--- src/rtl/dsdn_pkg.sv ---
// shared types, constants and helper functions of the date string to day number unit
package dsdn_pkg;

    // geometry of the stream payloads
    localparam int TEXT_LEN_W    = 15;
    localparam int CHAR_W        = 8;
    localparam int NUM_CHARS     = 10;
    localparam int IN_FIELDS_W   = TEXT_LEN_W + NUM_CHARS * CHAR_W;
    localparam int IN_TDATA_W    = 96;
    localparam int DAY_NUM_W     = 23;
    localparam int OUT_TDATA_W   = 24;

    // parsed field widths
    localparam int YEAR_W        = 14;
    localparam int MONTH_W       = 7;
    localparam int DAY_W         = 7;

    // default depth of the queue between front and back
    localparam int QUEUE_DEPTH   = 4;

    // characters of interest
    localparam logic [CHAR_W-1:0] CHAR_HYPHEN = 8'h2D;
    localparam logic [CHAR_W-1:0] CHAR_ZERO   = 8'h30;
    localparam logic [CHAR_W-1:0] CHAR_NINE   = 8'h39;

    // minimum text lengths of the two forms
    localparam logic [TEXT_LEN_W-1:0] LEN_HYPHEN  = 15'd10;
    localparam logic [TEXT_LEN_W-1:0] LEN_COMPACT = 15'd8;

    // value of the day count sum at 15 October 1582, so that date gives day number zero
    localparam logic [23:0] LILIAN_BIAS = 24'd578042;

    // status codes
    localparam logic STATUS_OK    = 1'b0;
    localparam logic STATUS_ERROR = 1'b1;

    // one classified date handed from front to back
    typedef struct packed {
        logic               err;
        logic [YEAR_W-1:0]  year;
        logic [MONTH_W-1:0] month;
        logic [DAY_W-1:0]   day;
    } date_item_t;

    // true for an ascii decimal digit
    function automatic logic is_digit(input logic [CHAR_W-1:0] c);
        return (c >= CHAR_ZERO) && (c <= CHAR_NINE);
    endfunction

    // value of an ascii digit
    function automatic logic [3:0] digit_val(input logic [CHAR_W-1:0] c);
        logic [CHAR_W-1:0] diff;
        diff = c - CHAR_ZERO;
        return diff[3:0];
    endfunction

    // days from march 1 to the first of a month, months counted from march
    function automatic logic [8:0] month_offset(input logic [3:0] mp);
        logic [8:0] off;
        case (mp)
            4'd0:    off = 9'd0;
            4'd1:    off = 9'd31;
            4'd2:    off = 9'd61;
            4'd3:    off = 9'd92;
            4'd4:    off = 9'd122;
            4'd5:    off = 9'd153;
            4'd6:    off = 9'd184;
            4'd7:    off = 9'd214;
            4'd8:    off = 9'd245;
            4'd9:    off = 9'd275;
            4'd10:   off = 9'd306;
            4'd11:   off = 9'd337;
            default: off = 9'd0;
        endcase
        return off;
    endfunction

endpackage

--- src/rtl/dsdn_front.sv ---
// front part: accepts date strings, checks the form and extracts year, month and day
module dsdn_front (
    input  logic                                clk,
    input  logic                                rst_n,
    input  logic                                in_valid,
    output logic                                in_ready,
    input  logic [dsdn_pkg::IN_FIELDS_W-1:0]    in_data,
    output logic                                push,
    input  logic                                queue_full,
    output dsdn_pkg::date_item_t                item
);
    import dsdn_pkg::*;

    logic [TEXT_LEN_W-1:0] text_length;
    logic [CHAR_W-1:0]     ch [NUM_CHARS];
    logic                  hyphen_form;
    logic                  compact_form;
    logic                  digits_ok;
    logic                  form_ok;
    logic [3:0]            mon_hi;
    logic [3:0]            mon_lo;
    logic [3:0]            day_hi;
    logic [3:0]            day_lo;
    logic [YEAR_W-1:0]     year;
    logic [MONTH_W-1:0]    month;
    logic [DAY_W-1:0]      day;
    date_item_t            item_next;
    date_item_t            item_reg;
    logic                  valid_reg;
    logic                  accept;

    // unpack the characters
    assign text_length = in_data[TEXT_LEN_W-1:0];
    always_comb
    begin
        for (int i = 0; i < NUM_CHARS; i++)
        begin
            ch[i] = in_data[TEXT_LEN_W + i*CHAR_W +: CHAR_W];
        end
    end

    // pick the form
    assign hyphen_form  = (text_length >= LEN_HYPHEN) && (ch[4] == CHAR_HYPHEN);
    assign compact_form = !hyphen_form && (text_length >= LEN_COMPACT);

    // digit checks for each form
    always_comb
    begin
        digits_ok = is_digit(ch[0]) && is_digit(ch[1]) && is_digit(ch[2]) && is_digit(ch[3]);
        if (hyphen_form)
        begin
            digits_ok = digits_ok && is_digit(ch[5]) && is_digit(ch[6])
                        && is_digit(ch[8]) && is_digit(ch[9]) && (ch[7] == CHAR_HYPHEN);
        end
        else
        begin
            digits_ok = digits_ok && is_digit(ch[4]) && is_digit(ch[5])
                        && is_digit(ch[6]) && is_digit(ch[7]);
        end
    end
    assign form_ok = (hyphen_form || compact_form) && digits_ok;

    // field values
    assign mon_hi = hyphen_form ? digit_val(ch[5]) : digit_val(ch[4]);
    assign mon_lo = hyphen_form ? digit_val(ch[6]) : digit_val(ch[5]);
    assign day_hi = hyphen_form ? digit_val(ch[8]) : digit_val(ch[6]);
    assign day_lo = hyphen_form ? digit_val(ch[9]) : digit_val(ch[7]);

    assign year  = YEAR_W'(digit_val(ch[0])) * YEAR_W'(1000)
                 + YEAR_W'(digit_val(ch[1])) * YEAR_W'(100)
                 + YEAR_W'(digit_val(ch[2])) * YEAR_W'(10)
                 + YEAR_W'(digit_val(ch[3]));
    assign month = MONTH_W'(mon_hi) * MONTH_W'(10) + MONTH_W'(mon_lo);
    assign day   = DAY_W'(day_hi) * DAY_W'(10) + DAY_W'(day_lo);

    always_comb
    begin
        item_next.err   = !form_ok || (year == '0) || (month == '0) || (day == '0);
        item_next.year  = year;
        item_next.month = month;
        item_next.day   = day;
    end

    // handshake of the holding register
    assign push     = valid_reg && !queue_full;
    assign in_ready = !valid_reg || !queue_full;
    assign accept   = in_valid && in_ready;
    assign item     = item_reg;

    // holding register
    always_ff @(posedge clk or negedge rst_n)
    begin
        if (!rst_n)
        begin
            valid_reg <= 1'b0;
        end
        else if (accept)
        begin
            valid_reg <= 1'b1;
        end
        else if (push)
        begin
            valid_reg <= 1'b0;
        end
    end

    always_ff @(posedge clk)
    begin
        if (accept)
        begin
            item_reg <= item_next;
        end
    end

endmodule

--- src/rtl/dsdn_queue.sv ---
// short queue of classified dates between front and back
module dsdn_queue #(
    parameter int Depth = dsdn_pkg::QUEUE_DEPTH
) (
    input  logic                 clk,
    input  logic                 rst_n,
    input  logic                 push,
    input  dsdn_pkg::date_item_t push_item,
    output logic                 full,
    input  logic                 pop,
    output logic                 out_valid,
    output dsdn_pkg::date_item_t out_item
);
    import dsdn_pkg::*;

    localparam int PtrW = (Depth > 1) ? $clog2(Depth) : 1;
    localparam int CntW = $clog2(Depth + 1);

    date_item_t          entry_reg [Depth];
    logic [PtrW-1:0]     wr_ptr_reg;
    logic [PtrW-1:0]     rd_ptr_reg;
    logic [CntW-1:0]     count_reg;
    logic [PtrW-1:0]     wr_ptr_next;
    logic [PtrW-1:0]     rd_ptr_next;
    logic [CntW-1:0]     count_next;
    logic                do_push;
    logic                do_pop;

    assign full      = (count_reg == CntW'(Depth));
    assign out_valid = (count_reg != '0);
    assign out_item  = entry_reg[rd_ptr_reg];
    assign do_push   = push && !full;
    assign do_pop    = pop && out_valid;

    // pointer and count update
    always_comb
    begin
        wr_ptr_next = wr_ptr_reg;
        rd_ptr_next = rd_ptr_reg;
        count_next  = count_reg;
        if (do_push)
        begin
            wr_ptr_next = (wr_ptr_reg == PtrW'(Depth - 1)) ? '0 : wr_ptr_reg + 1'b1;
        end
        if (do_pop)
        begin
            rd_ptr_next = (rd_ptr_reg == PtrW'(Depth - 1)) ? '0 : rd_ptr_reg + 1'b1;
        end
        if (do_push && !do_pop)
        begin
            count_next = count_reg + 1'b1;
        end
        else if (do_pop && !do_push)
        begin
            count_next = count_reg - 1'b1;
        end
    end

    always_ff @(posedge clk or negedge rst_n)
    begin
        if (!rst_n)
        begin
            wr_ptr_reg <= '0;
            rd_ptr_reg <= '0;
            count_reg  <= '0;
        end
        else
        begin
            wr_ptr_reg <= wr_ptr_next;
            rd_ptr_reg <= rd_ptr_next;
            count_reg  <= count_next;
        end
    end

    // entry storage
    always_ff @(posedge clk)
    begin
        if (do_push)
        begin
            entry_reg[wr_ptr_reg] <= push_item;
        end
    end

endmodule

--- src/rtl/dsdn_back.sv ---
// back part: four stage day count pipeline with output register
module dsdn_back (
    input  logic                                clk,
    input  logic                                rst_n,
    input  logic                                in_valid,
    input  dsdn_pkg::date_item_t                in_item,
    output logic                                pop,
    output logic                                out_valid,
    input  logic                                out_ready,
    output logic signed [dsdn_pkg::DAY_NUM_W-1:0] day_number,
    output logic                                status
);
    import dsdn_pkg::*;

    logic                  adv;

    // stage 1: month carry into year
    logic [MONTH_W-1:0]    mm;
    logic [12:0]           mm_scaled;
    logic [3:0]            q_next;
    logic [MONTH_W-1:0]    r_full;
    logic                  v1_reg;
    logic                  err1_reg;
    logic [YEAR_W-1:0]     year1_reg;
    logic [3:0]            q1_reg;
    logic [3:0]            r1_reg;
    logic [DAY_W-1:0]      day1_reg;

    // stage 2: march based year and month
    logic [YEAR_W-1:0]     y_full;
    logic                  pre_march;
    logic [YEAR_W-1:0]     yy_next;
    logic [3:0]            mp;
    logic                  v2_reg;
    logic                  err2_reg;
    logic [YEAR_W-1:0]     yy2_reg;
    logic [8:0]            doy2_reg;
    logic [DAY_W-1:0]      day2_reg;

    // stage 3: leap corrections and year days
    logic [25:0]           cent_scaled;
    logic [21:0]           p365_next;
    logic                  v3_reg;
    logic                  err3_reg;
    logic [21:0]           p365_3_reg;
    logic [11:0]           quad3_reg;
    logic [6:0]            cent3_reg;
    logic [8:0]            doy3_reg;
    logic [DAY_W-1:0]      day3_reg;

    // stage 4: final sum into the output register
    logic [23:0]           sum;
    logic                  out_valid_reg;
    logic [DAY_NUM_W-1:0]  day_number_reg;
    logic                  status_reg;

    assign adv = !out_valid_reg || out_ready;
    assign pop = in_valid && adv;

    // stage 1 logic: mm / 12 by reciprocal 43 / 512, exact for mm below 99
    assign mm        = in_item.month - MONTH_W'(1);
    assign mm_scaled = 13'(mm) * 13'd43;
    assign q_next    = mm_scaled[12:9];
    assign r_full    = mm - MONTH_W'(q_next) * MONTH_W'(12);

    // stage 2 logic
    assign y_full    = year1_reg + YEAR_W'(q1_reg);
    assign pre_march = (r1_reg < 4'd2);
    assign yy_next   = pre_march ? y_full - YEAR_W'(1) : y_full;
    assign mp        = pre_march ? r1_reg + 4'd10 : r1_reg - 4'd2;

    // stage 3 logic: yy / 100 by reciprocal 5243 / 2^19, exact below 10008
    assign cent_scaled = 26'(yy2_reg) * 26'd5243;
    assign p365_next   = 22'(yy2_reg) * 22'd365;

    // stage 4 logic
    assign sum = 24'(p365_3_reg) + 24'(quad3_reg) - 24'(cent3_reg) + 24'(cent3_reg[6:2])
               + 24'(doy3_reg) + 24'(day3_reg) - LILIAN_BIAS;

    // valid bits
    always_ff @(posedge clk or negedge rst_n)
    begin
        if (!rst_n)
        begin
            v1_reg        <= 1'b0;
            v2_reg        <= 1'b0;
            v3_reg        <= 1'b0;
            out_valid_reg <= 1'b0;
        end
        else if (adv)
        begin
            v1_reg        <= pop;
            v2_reg        <= v1_reg;
            v3_reg        <= v2_reg;
            out_valid_reg <= v3_reg;
        end
    end

    // payload stages
    always_ff @(posedge clk)
    begin
        if (adv)
        begin
            err1_reg   <= in_item.err;
            year1_reg  <= in_item.year;
            q1_reg     <= q_next;
            r1_reg     <= r_full[3:0];
            day1_reg   <= in_item.day;

            err2_reg   <= err1_reg;
            yy2_reg    <= yy_next;
            doy2_reg   <= month_offset(mp);
            day2_reg   <= day1_reg;

            err3_reg   <= err2_reg;
            p365_3_reg <= p365_next;
            quad3_reg  <= yy2_reg[YEAR_W-1:2];
            cent3_reg  <= cent_scaled[25:19];
            doy3_reg   <= doy2_reg;
            day3_reg   <= day2_reg;

            day_number_reg <= err3_reg ? '0 : sum[DAY_NUM_W-1:0];
            status_reg     <= err3_reg ? STATUS_ERROR : STATUS_OK;
        end
    end

    assign out_valid  = out_valid_reg;
    assign day_number = day_number_reg;
    assign status     = status_reg;

endmodule

--- src/rtl/date_string_to_day_number_unit.sv ---
// top level of the date string to day number unit
//
//  channel  | direction | tdata                                   | tuser
//  s_axis   | in        | text_length, char_0 .. char_9 (96 bits) | -
//  m_axis   | out       | day_number (24 bits)                    | status
//
// one item per cycle sustained while m_axis is not stalled; an accepted item passes through
// the input register, the queue, three arithmetic stages and the output register
// the queue decouples the parsing front from the arithmetic back; a stall on m_axis
// freezes the back, and the front keeps accepting until the queue fills
// rst_n clears all valid bits and queue pointers; no payload clearing is needed
module date_string_to_day_number_unit #(
    parameter int QueueDepth = dsdn_pkg::QUEUE_DEPTH
) (
    input  logic                                clk,
    input  logic                                rst_n,
    input  logic                                s_axis_tvalid,
    output logic                                s_axis_tready,
    // text_length[14:0], char_0[22:15] .. char_9[94:87], zero bit 95
    input  logic [dsdn_pkg::IN_TDATA_W-1:0]     s_axis_tdata,
    output logic                                m_axis_tvalid,
    input  logic                                m_axis_tready,
    // day_number[22:0] signed, zero bit 23
    output logic [dsdn_pkg::OUT_TDATA_W-1:0]    m_axis_tdata,
    // status
    output logic                                m_axis_tuser
);
    import dsdn_pkg::*;

    logic                         q_push;
    logic                         q_full;
    logic                         q_valid;
    logic                         q_pop;
    date_item_t                   front_item;
    date_item_t                   q_item;
    logic signed [DAY_NUM_W-1:0]  day_number;

    // front: parse and classify
    dsdn_front u_front (
        .clk        (clk),
        .rst_n      (rst_n),
        .in_valid   (s_axis_tvalid),
        .in_ready   (s_axis_tready),
        .in_data    (s_axis_tdata[IN_FIELDS_W-1:0]),
        .push       (q_push),
        .queue_full (q_full),
        .item       (front_item)
    );

    // queue between front and back
    dsdn_queue #(
        .Depth (QueueDepth)
    ) u_queue (
        .clk       (clk),
        .rst_n     (rst_n),
        .push      (q_push),
        .push_item (front_item),
        .full      (q_full),
        .pop       (q_pop),
        .out_valid (q_valid),
        .out_item  (q_item)
    );

    // back: day count arithmetic
    dsdn_back u_back (
        .clk        (clk),
        .rst_n      (rst_n),
        .in_valid   (q_valid),
        .in_item    (q_item),
        .pop        (q_pop),
        .out_valid  (m_axis_tvalid),
        .out_ready  (m_axis_tready),
        .day_number (day_number),
        .status     (m_axis_tuser)
    );

    assign m_axis_tdata = {{(OUT_TDATA_W - DAY_NUM_W){1'b0}}, day_number};

    // the front never pushes into a full queue
    assert property (@(posedge clk) disable iff (!rst_n) q_push |-> !q_full)
        else $error("push into full queue");

    // an error result carries a zero day count
    assert property (@(posedge clk) disable iff (!rst_n)
        (m_axis_tvalid && (m_axis_tuser == STATUS_ERROR)) |-> (day_number == '0))
        else $error("error result with nonzero day count");

    // a good result never lies before 0001-01-01
    assert property (@(posedge clk) disable iff (!rst_n)
        (m_axis_tvalid && (m_axis_tuser == STATUS_OK))
        |-> (day_number >= -DAY_NUM_W'(577735)))
        else $error("day count below calendar start");

endmodule

--- config.mk ---
export PLATFORM = sky130hd
export DESIGN_NAME = date_string_to_day_number_unit
export DESIGN_NICKNAME = d
export VERILOG_FILES = /design/src/rtl/dsdn_pkg.sv /design/src/rtl/dsdn_front.sv /design/src/rtl/dsdn_queue.sv /design/src/rtl/dsdn_back.sv /design/src/rtl/date_string_to_day_number_unit.sv
export SDC_FILE = /design/constraint.sdc
export NUM_CORES = 1
export LEC_CHECK = 0
export BUFFER_PORTS_ARGS = -buffer_cell sky130_fd_sc_hd__buf_2
export CAP_MARGIN = 10
export CORE_ASPECT_RATIO = 1.5
export CORE_MARGIN = 10
export CORE_UTILIZATION = 62
export CTS_CLUSTER_SIZE = 16
export DETAILED_ROUTE_END_ITERATION = 7
export MAX_ROUTING_LAYER = met4
export PLACE_DENSITY = 0.9
export SLEW_MARGIN = 15
export SYNTH_ARGS = -nofsm -noshare
export SYNTH_HDL_FRONTEND = slang
export SYNTH_SLANG_ARGS = --single-unit
--- constraint.sdc ---
create_clock -name clk -period 6.08 [get_ports clk]
set_input_delay 0.608 -clock clk [delete_from_list [all_inputs] [get_ports clk]]
set_output_delay 0.608 -clock clk [all_outputs]
set_load 0.02 [all_outputs]
==> key figures <==
CTS
  – Clock latency reported for the late side of the worst-skew pair: 0.59 ns
  – CTS Buf Count: 28
  – Number of H-tree branching levels: 1
  – Clock sink count: 300
  – CTS tree: done
  – CTS Root Buffer Type: sky130_fd_sc_hd__clkbuf_16
  – Reg clk slew, reported paths: approximately 0.070 ns
  – Max Buffers Root-to-Sink: 3

Synth
  – Nets in the synthesized netlist: 2333
  – Cell area after technology mapping: 22030 um^2
  – Main synth FF type: sky130_fd_sc_hd__edfxtp_1
  – Number of unique standard cell types used by synthesis: 80
  – Number of flops mapped to enable cells by yosys: 288
  – Cell types with the largest area share after synthesis: sky130_fd_sc_hd__edfxtp_1 39%, sky130_fd_sc_hd__ha_1 18%, sky130_fd_sc_hd__fa_1 15%
  – Flip-flop and latch count after synthesis: 300
  – Syn Area/Cell: around 13 um^2
  – Area share of the leading cell type in the synthesized netlist: 39.26%
  – FFs w/ async S/R, synth: 4.000%
  – Warning count from the yosys run: 0
  – Cell count after synthesis: between 1500 and 2000
  – Proportion of synthesized chip area in sequential cells: 40.62%
  – Library cell with the largest summed area after synthesis: sky130_fd_sc_hd__edfxtp_1

STA
  – Skew final: 0.03277 ns
  – Final period demand of the worst path: around 5.6 ns
  – Final TNS setup: 0 ns
  – Final setup violation count: 0
  – Max Slew Vio Count: 0
  – Setup slack of the critical path after layout: 0.4302 ns
  – Transition time of the tightest slew-check pin: approximately 1.1 ns
  – Post-route clock period utilization: between 90 and 100%
  – Final hold violation count: 0
  – RSZ-0062 raised after global routing: false
  – Top achievable clock speed: 177.0 MHz
  – Slew Limit Headroom: 29.56%

Drt
  – Vias after detailed routing: 13830
  – Vias per Instance: 5.737
  – Initial DRT Pass Iterations: 7
  – First DRT Iteration DRCs: 696
  – Post-detailed-route count of antenna-violating nets: 0
  – Final wirelength: 45.33 mm
  – Wire length per cell: 18.80 um
  – DRC violations left: 0

Critical path
  – Reg2Reg Setup Slack: approximately 0.43 ns
  – Crit path kind: reg2reg
  – Worst R2R Start: u_back.yy2_reg[5]
  – Startpoint types: flop
  – Cell type with the highest occurrence count on the critical path: sky130_fd_sc_hd__inv_1
  – Register-to-Register Path Depth: 17
  – Cell with the largest stage delay on the worst path: sky130_fd_sc_hd__edfxtp_1
  – Critical Path AT: 5.94 ns
  – Worst path bufs/invs: 4
  – Largest incremental delay on the critical path: 0.56 ns
  – Worst Setup End Kind: flop
  – Top cell family by delay on the critical path: adder cells
  – Worst Path Required: ~6.4 ns
  – Largest driver fanout on the critical path: 7
  – Series of cell instances along the critical path: ha_1, inv_1, fa_1, fa_1, inv_1, ha_1, inv_1, fa_1, inv_1, ha_1, a211oi_1, o21ai_0, a31oi_1, a21oi_1, o41ai_2, mux2i_1, nand4_1
  – FF-to-FF End: u_back.cent3_reg[6]

GRT
  – First-pass GRT wire length: around 75 mm
  – GRT overflow: 0
  – Vias in the first global route: 15330
  – Pin count of the biggest net entering global routing: 82
  – GRT Util Overall: 21.68%
  – Number of antenna violations at the first check in global routing: 0

Layout
  – Most common cell after layout, fill and taps aside: sky130_fd_sc_hd__inv_1
  – Most used cells in the layout excluding fill and tap cells: 348 x sky130_fd_sc_hd__inv_1, 314 x sky130_fd_sc_hd__ha_1, 288 x sky130_fd_sc_hd__edfxtp_1
  – Number of flip-flops in the largest register: 116
  – Post-route cell area: 24220 um^2
  – Proportion of layout cells with a drive suffix above 1: 13.16%
  – Post-layout utilization of the core: 68.99%
  – Ant diodes: 0
  – Final net count: between 2000 and 2500
  – Synth-to-Final Area Change: 9.946%

Hold path
  – Cell depth of the worst min-delay path: 1
  – Hold/Removal Path Class: in2reg
  – Start point of the worst hold path: s_axis_tdata[39]
  – Endpoint, Worst Hold: u_front.item[14]

Die
  – Ports placed on the boundary: between 100 and 150
  – Vertical die dimension: 250.9 um
  – Die area: 43620 um^2
  – Die Wd: about 170 um
  – Standard cell core area: between 30000 and 40000 um^2
  – Row cnt: 84
  – Initial standard-cell utilization of the core: ~63%

Place
  – Placed cell areas: 23290 um^2
  – HPWL after DPL: approximately 35 mm
  – Worst setup timing slack at the placement stage: 0.3229 ns
  – Final RePlAce weighted congestion: between 0.9 and 1
  – Port buffer count: 123

Job
  – Number of maximum-capacitance constraint violations: 0

Outcome
  – Status: complete, no violations
## cell type report
type                            count  area (um^2)
Multi-Input combinational cell   1099        11740
Inverter                          348         1306
Timing Repair Buffer              140        745.7
Tap cell                          473        591.8
Clock buffer                       29        704.4
Sequential cell                   300         8950
Clock inverter                     22        186.4
Fill cell                        2317        10880
## kinds of logic after synthesis
| logic type | synth area share [%] |
|---|---|
| xor gates and xnor gates | 4.328 |
| buffers and inverters | 6.197 |
| adders and majority gates | 32.38 |
| AOI/OAI and AO/OA | 6.952 |
| and+or+nand+nor | 5.595 |
| DFF | 40.62 |
| muxes | 3.913 |
| other | 0.01702 |
## worst reg2reg max path: stages (launching register included)
cell and delay, ns:
sky130_fd_sc_hd__edfxtp_1 0.56, sky130_fd_sc_hd__ha_1 0.50, sky130_fd_sc_hd__inv_1 0.15, sky130_fd_sc_hd__fa_1 0.51, sky130_fd_sc_hd__fa_1 0.52, sky130_fd_sc_hd__inv_1 0.04, sky130_fd_sc_hd__ha_1 0.26, sky130_fd_sc_hd__inv_1 0.05
sky130_fd_sc_hd__fa_1 0.54, sky130_fd_sc_hd__inv_1 0.05, sky130_fd_sc_hd__ha_1 0.30, sky130_fd_sc_hd__a211oi_1 0.28, sky130_fd_sc_hd__o21ai_0 0.14, sky130_fd_sc_hd__a31oi_1 0.44, sky130_fd_sc_hd__a21oi_1 0.20, sky130_fd_sc_hd__o41ai_2 0.45
sky130_fd_sc_hd__mux2i_1 0.27, sky130_fd_sc_hd__nand4_1 0.11
## routing by layer
metal | wire (um) | up-vias | part of all wire (%) | track usage (%)
li1 | - | 6401 | - | -
met1 | 15290 | 6785 | 34 | 20.23
met2 | 25110 | 473 | 55 | 41.10
met3 | 1904 | 174 | 4.2 | 2.806
met4 | 3032 | 0 | 6.7 | 13.05
met5 | 0 | - | 0 | -
## synth_stat cells, types with 9 or more instances
cell type and count:
sky130_fd_sc_hd__nand3_1 15, sky130_fd_sc_hd__o21ai_0 44, sky130_fd_sc_hd__ha_1 314, sky130_fd_sc_hd__inv_1 348
sky130_fd_sc_hd__a31oi_1 10, sky130_fd_sc_hd__a21o_1 28, sky130_fd_sc_hd__edfxtp_1 288, sky130_fd_sc_hd__nor2_1 79
sky130_fd_sc_hd__nor2b_1 12, sky130_fd_sc_hd__fa_1 160, sky130_fd_sc_hd__mux2_2 15, sky130_fd_sc_hd__o21bai_1 10
sky130_fd_sc_hd__xor2_1 39, sky130_fd_sc_hd__mux4_2 29, sky130_fd_sc_hd__nor3_1 18, sky130_fd_sc_hd__nand4_1 12
sky130_fd_sc_hd__a21oi_1 55, sky130_fd_sc_hd__o21a_1 15, sky130_fd_sc_hd__dfrtp_1 12, sky130_fd_sc_hd__nand2_1 52
sky130_fd_sc_hd__nor4_1 9, sky130_fd_sc_hd__xnor2_1 68
## stage by stage
| step | cells | hold slack, ns |
|---|---|---|
| after floorplan | 1759 | 0.3124 |
| after global placement | 2357 | 0.4015 |
| after detailed placement | 2357 | 0.4045 |
| after CTS | 2409 | 0.2317 |
| after global routing | 2411 | 0.2344 |
| final | 2411 | 0.2360 |
## worst max-delay path by stage
stage / from / end / slack, ns / depth (start not counted)
final: u_back.yy2_reg[5] / u_back.cent3_reg[6] / 0.43 / 17
after global placement: u_queue.rd_ptr_reg[0] / u_back.r1_reg[3] / 0.48 / 21
after CTS: u_queue.rd_ptr_reg[0] / u_back.r1_reg[3] / 0.27 / 20
after global routing: u_queue.rd_ptr_reg[0] / u_back.r1_reg[3] / 0.12 / 20
after floorplan: m_axis_tready / u_queue.count_reg[1] / 0.30 / 7
after detailed placement: u_queue.rd_ptr_reg[0] / u_back.r1_reg[3] / 0.32 / 21
## repair_timing
item / in CTS / in global routing
hold buffers: 1 / 0
endpoints found under the setup margin: 0 / 1
hold endpoints to repair: 12 / 0
gates resized for setup: 0 / 2
setup buffers: 0 / 2
Power is left out: the tool's default activity adds up to more than one toggle a clock period on the data nets, which glitch-free logic cannot reach.
